File: src/rtl/jetc_pkg.sv
// jetc_pkg: shared constants, types and helpers of the julia escape time colorizer
// no dependencies; imported by every module of the block
`default_nettype none

package jetc_pkg;

  // number formats
  localparam int FRAC_BITS    = 28;
  localparam int PALETTE_SIZE = 256;
  localparam int ESCAPE_LIMIT = 10000;

  localparam int PT_W    = 32;
  localparam int TAG_W   = 20;
  localparam int CNT_W   = 8;
  localparam int COLOR_W = 24;
  localparam int CH_W    = 8;
  localparam int NUM_CH  = 3;
  localparam int REG_W   = 32;
  localparam int REG_IDX_W = 3;

  // orbit state: |z| stays below the escape bound plus |k| while iterating
  localparam int ST_W   = ((FRAC_BITS + 14 > PT_W - 1) ? FRAC_BITS + 14 : PT_W - 1) + 2;
  localparam int MAG_W  = ST_W - 1;
  localparam int HALF_W = (MAG_W + 1) / 2;
  localparam int PP_W   = 2 * HALF_W;
  localparam int ACC_W  = 4 * HALF_W;
  localparam int SQ_W   = ACC_W - FRAC_BITS;

  localparam logic [SQ_W:0] ESC_BOUND = (SQ_W + 1)'(ESCAPE_LIMIT) << FRAC_BITS;

  // gradient divider
  localparam int NUM_W     = 2 * CH_W;
  localparam int DIV_STEPS = NUM_W;

  // iteration limit clamp
  localparam logic [CNT_W-1:0] LIM_MIN = CNT_W'(2);
  localparam logic [CNT_W-1:0] LIM_MAX =
    CNT_W'((PALETTE_SIZE - 1 > (1 << CNT_W) - 1) ? (1 << CNT_W) - 1 : PALETTE_SIZE - 1);

  // register indexes
  localparam logic [REG_IDX_W-1:0] REG_JULIA_RE    = REG_IDX_W'(0);
  localparam logic [REG_IDX_W-1:0] REG_JULIA_IM    = REG_IDX_W'(1);
  localparam logic [REG_IDX_W-1:0] REG_MAX_ITER    = REG_IDX_W'(2);
  localparam logic [REG_IDX_W-1:0] REG_COLOR_START = REG_IDX_W'(3);
  localparam logic [REG_IDX_W-1:0] REG_COLOR_END   = REG_IDX_W'(4);

  // register reset values
  localparam logic [PT_W-1:0]    JULIA_RE_RST    = PT_W'(93952410);
  localparam logic [PT_W-1:0]    JULIA_IM_RST    = PT_W'(120795955);
  localparam logic [CNT_W-1:0]   MAX_ITER_RST    = CNT_W'(50);
  localparam logic [COLOR_W-1:0] COLOR_START_RST = COLOR_W'(24'hFF0000);
  localparam logic [COLOR_W-1:0] COLOR_END_RST   = COLOR_W'(24'h0000FF);

  // partial product codes: x half in bit 1, y half in bit 0
  localparam logic [1:0] MUL_LL = 2'd0;
  localparam logic [1:0] MUL_LH = 2'd1;
  localparam logic [1:0] MUL_HL = 2'd2;
  localparam logic [1:0] MUL_HH = 2'd3;

  // controller to datapath commands
  typedef struct packed {
    logic       load;
    logic       prep;
    logic       mul_en;
    logic [1:0] mul_sel;
    logic       acc_en;
    logic       update;
    logic       blend;
    logic       div_step;
    logic       res_load;
  } jetc_cmd_t;

  // datapath to controller status
  typedef struct packed {
    logic at_limit;
    logic escape;
  } jetc_sts_t;

  // effective iteration limit
  function automatic logic [CNT_W-1:0] clamp_limit(logic [CNT_W-1:0] v);
    logic [CNT_W-1:0] r;
    r = v;
    if (v < LIM_MIN) begin
      r = LIM_MIN;
    end else if (v > LIM_MAX) begin
      r = LIM_MAX;
    end
    return r;
  endfunction

  // sign extension of a point coordinate to the orbit width
  function automatic logic [ST_W-1:0] sext_pt(logic [PT_W-1:0] v);
    return {{(ST_W - PT_W){v[PT_W-1]}}, v};
  endfunction

endpackage

`default_nettype wire

File: src/rtl/jetc_ctrl.sv
// jetc_ctrl: sequencer for one point, from request to result strobe
// depends on jetc_pkg for the command and status structs
`default_nettype none

module jetc_ctrl
  import jetc_pkg::*;
(
  input  wire logic      clk_i,
  input  wire logic      rst_ni,
  input  wire logic      start_i,
  input  wire jetc_sts_t sts_i,
  output jetc_cmd_t      cmd_o,
  output logic           busy_o,
  output logic           done_o
);

  localparam logic [2:0] S_IDLE   = 3'd0;
  localparam logic [2:0] S_CHECK  = 3'd1;
  localparam logic [2:0] S_MUL    = 3'd2;
  localparam logic [2:0] S_UPDATE = 3'd3;
  localparam logic [2:0] S_BLEND  = 3'd4;
  localparam logic [2:0] S_DIV    = 3'd5;
  localparam logic [2:0] S_FIN    = 3'd6;
  localparam logic [2:0] S_DONE   = 3'd7;

  localparam int SC_W = $clog2(DIV_STEPS);
  localparam logic [SC_W-1:0] MUL_LAST = SC_W'(4);
  localparam logic [SC_W-1:0] DIV_LAST = SC_W'(DIV_STEPS - 1);

  logic [2:0]      state_q, state_d;
  logic [SC_W-1:0] cnt_q, cnt_d;

  // next state and commands
  always_comb begin
    cmd_o   = '0;
    state_d = state_q;
    cnt_d   = cnt_q;
    unique case (state_q)
      S_IDLE: begin
        if (start_i) begin
          cmd_o.load = 1'b1;
          state_d    = S_CHECK;
        end
      end
      S_CHECK: begin
        if (sts_i.at_limit) begin
          state_d = S_FIN;
        end else begin
          cmd_o.prep = 1'b1;
          cnt_d      = '0;
          state_d    = S_MUL;
        end
      end
      S_MUL: begin
        cmd_o.mul_en  = (cnt_q != MUL_LAST);
        cmd_o.mul_sel = cnt_q[1:0];
        cmd_o.acc_en  = (cnt_q != '0);
        cnt_d         = cnt_q + SC_W'(1);
        if (cnt_q == MUL_LAST) begin
          state_d = S_UPDATE;
        end
      end
      S_UPDATE: begin
        if (sts_i.escape) begin
          state_d = S_BLEND;
        end else begin
          cmd_o.update = 1'b1;
          state_d      = S_CHECK;
        end
      end
      S_BLEND: begin
        cmd_o.blend = 1'b1;
        cnt_d       = '0;
        state_d     = S_DIV;
      end
      S_DIV: begin
        cmd_o.div_step = 1'b1;
        cnt_d          = cnt_q + SC_W'(1);
        if (cnt_q == DIV_LAST) begin
          state_d = S_FIN;
        end
      end
      S_FIN: begin
        cmd_o.res_load = 1'b1;
        state_d        = S_DONE;
      end
      S_DONE: begin
        state_d = S_IDLE;
      end
      default: begin
        state_d = S_IDLE;
      end
    endcase
  end

  always_ff @(posedge clk_i or negedge rst_ni) begin
    if (!rst_ni) begin
      state_q <= S_IDLE;
      cnt_q   <= '0;
    end else begin
      state_q <= state_d;
      cnt_q   <= cnt_d;
    end
  end

  assign busy_o = (state_q != S_IDLE);
  assign done_o = (state_q == S_DONE);

endmodule

`default_nettype wire

File: config.mk
export PLATFORM = sky130hd
export DESIGN_NAME = jetc_ctrl
export DESIGN_NICKNAME = d
export VERILOG_FILES = /design/src/rtl/jetc_pkg.sv /design/src/rtl/jetc_ctrl.sv
export SDC_FILE = /design/constraint.sdc
export NUM_CORES = 1
export LEC_CHECK = 0
export ABC_AREA = 1
export BUFFER_PORTS_ARGS = -buffer_cell sky130_fd_sc_hd__clkbuf_2
export CORE_MARGIN = 2
export CORE_UTILIZATION = 42
export CTS_CLUSTER_DIAMETER = 60
export DETAILED_ROUTE_END_ITERATION = 6
export PLACE_DENSITY = 0.67
export SETUP_SLACK_MARGIN = 0.02
export SYNTH_ARGS = -nofsm -noshare
export SYNTH_HDL_FRONTEND = slang
export SYNTH_SLANG_ARGS = --single-unit
File: constraint.sdc
create_clock -name clk_i -period 2.6 [get_ports clk_i]
set_input_delay 0.26 -clock clk_i [delete_from_list [all_inputs] [get_ports clk_i]]
set_output_delay 0.26 -clock clk_i [all_outputs]
set_load 0.02 [all_outputs]
==> results.json <==
{
  "status": "completed",
  "fin_crit_sh_pct": 65.3,
  "cts_tree": "yes",
  "netlist.area_leader.share_pct": 29.9,
  "path_class": "reg2out",
  "placementRows": 13,
  "cts_setup_buffers": 0,
  "p_leak_nw": 0.401,
  "gr-total-overflow": 0,
  "vias": 512,
  "clk_latency_ps": 240,
  "layout-drive-gt1-share_pct": 35.5,
  "irDropWorstVdd_uv": 648,
  "cts_made_buffers": 3,
  "crit_required_ps": 2340,
  "syn-cell-area_um2": 587,
  "drv_cap": 0,
  "fin_skew_ps": 4.08,
  "first_iter_violations": 10,
  "cts.sinks": 7,
  "fillers": 150,
  "cts-root-buf": "clkbuf_4",
  "yosysSeqAreaShare_pct": 29.9,
  "ant_nets": 0,
  "via_per_inst": 4.74,
  "setup_viol": 0,
  "worstPathArrival_ps": 1440,
  "powerDensity_nw_per_um2": 1180,
  "cts_buffer_depth": 2,
  "die_w_um": 41.4,
  "hold_path_class": "in2reg",
  "htree_levels": 1,
  "antenna_found_initial": 0,
  "fp.dieH_um": 41.4,
  "slew_headroom_pct": 67.8,
  "grt_usage_pct": 15.8,
  "critPathLaunchType": "flip-flop",
  "n_antenna_cell": 0,
  "grt_setup_unrepaired": "no",
  "routabilityCongestion": 0.761,
  "cp_max_fo": 12,
  "synth_warnings": 0,
  "period_minus_slack_ps": 1700,
  "synth_cells": 75,
  "synthToLayoutAreaGrowth_pct": 19.0,
  "nNetsFinal": 101,
  "ys_types": 21,
  "post-place-ws_ps": 1160,
  "cp_slowest_cell": "dfrtp_1",
  "slew_viol_final": 0,
  "cts.clk_slew.worst_paths_ps": 50,
  "fin_ws_ps": 902,
  "final_cell_mix": "clkbuf_2, nand2_1, inv_1, nor2_1, nand3_1",
  "start_util_pct": 45.1,
  "fin_setup_tns_ps": 0,
  "drc": 0,
  "synth_nets": 82,
  "syn_avg_cell_area_um2": 7.82,
  "netlist_top_cells_area": "dfrtp_1, nand2_1, nand3_4, nand3_1, inv_1",
  "io_pins": 17,
  "synth_top_cell_by_area": "dfrtp_1",
  "portBuffers": 16,
  "clock.fmax_mhz": 589,
  "crit_path_frequent_cell": "inv_1",
  "crit_chain": "inv_2 > nand3_4 > inv_1 > nand2_2 > inv_1 > clkbuf_2",
  "grt_pass1_vias": 406,
  "hold_viol": 0,
  "dpl.hpwl_um": 894,
  "tightest_slew_ps": 484,
  "wl_per_cell_um": 9.83,
  "layout_commonest_cell": "clkbuf_2",
  "crit_path_end_kind": "output port",
  "max_stage_delay_ps": 430,
  "ys_ff_latch": 7,
  "first_pass_iters": 4,
  "grt_pass1_wl_mm": 1.71,
  "die_area_um2": 1710,
  "core_area_um2": 1300,
  "grt_max_degree": 13,
  "wl_mm": 1.06
}
power breakdown:
part,switching [mW],internal (mW),total (mW)
Combinational,0.327,0.164,0.491
Sequential,0.0856,0.155,0.240
Clock,0.0349,0.0582,0.0932
worst paths after layout:
check / startpoint / endpoint / slack, ps / cells after the start
max: state_q[2]$_DFFE_PN0P_ / cmd_o[7] / 900 / 6
min: sts_i[1] / state_q[2]$_DFFE_PN0P_ / 260 / 3
max reg2reg: state_q[2]$_DFFE_PN0P_ / state_q[0]$_DFFE_PN0P_ / 1350 / 6
min reg2reg: cnt_q[0]$_DFFE_PN0P_ / cnt_q[0]$_DFFE_PN0P_ / 580 / 2
max in group asynchronous: rst_ni / cnt_q[0]$_DFFE_PN0P_ / 2050 / 2
min in group asynchronous: rst_ni / cnt_q[1]$_DFFE_PN0P_ / 380 / 2
cells by family (layout without fill, tap and decap cells):
kind of cell	count (synthesis)	after routing	share of synthesized area [%]
buf+inv	16	34	12.4
simple gates	45	45	48.0
fa+ha+maj	2	2	4.26
compound gates	4	4	4.05
flops	7	7	29.9
xor+xnor	1	1	1.49
critical path, delay by kind of cell (launching register included):
family                 cells  cell delay, ps
and+or+nand+nor            2             220
DFF                        1             430
buffers and inverters      4             550
state kept, by name (all words and copies together), names as in the netlist:
register,count
state_q,3
cnt_q,4
area by class of cell:
class,count,area [µm²],area share [%]
tap,15,18.8,2.69
multi-input combinational,52,339,48.6
sequential,7,175,25.1
inverter,13,48.8,6.99
clock buffer,4,26.3,3.76
timing repair buffer,17,90.1,12.9
repair_timing:
| item | CTS | global route |
|---|---|---|
| hold endpoints to repair | 7 | 0 |
| resized for setup | 0 | 0 |
| hold buffers | 1 | 0 |
cells in the mapped netlist (all sizes together):
cell and n:
nand2 18, xor2 1, inv 13, dfrtp 7, nor3 1, a21oi 1, nand4 3, ha 2
clkbuf 1, buf 2, nor2 9, nand3 14, o21ai 3
routing by layer:
metal | up-vias | global-route usage [%] | part of all wire [%]
li1 | 276 | - | -
met1 | 231 | 23.6 | 52
met2 | 5 | 20.3 | 47
met3 | 0 | 3.19 | 1.1
met4 | 0 | 9.68 | 0
met5 | - | 0 | 0
through the flow:
step	hold WS (ps)	cell area, µm²	power [mW]	instances	util (%)
final	258	698	0.824	108	53.7
after detailed placement	101	662	0.739	103	50.9
after global routing	276	698	0.911	108	53.7
after CTS	256	698	0.837	108	53.7
after floorplan	-35.6	587	0.649	75	-
after global placement	99.5	662	0.733	103	50.9
Note: power is estimated with default switching activity, not from simulation.
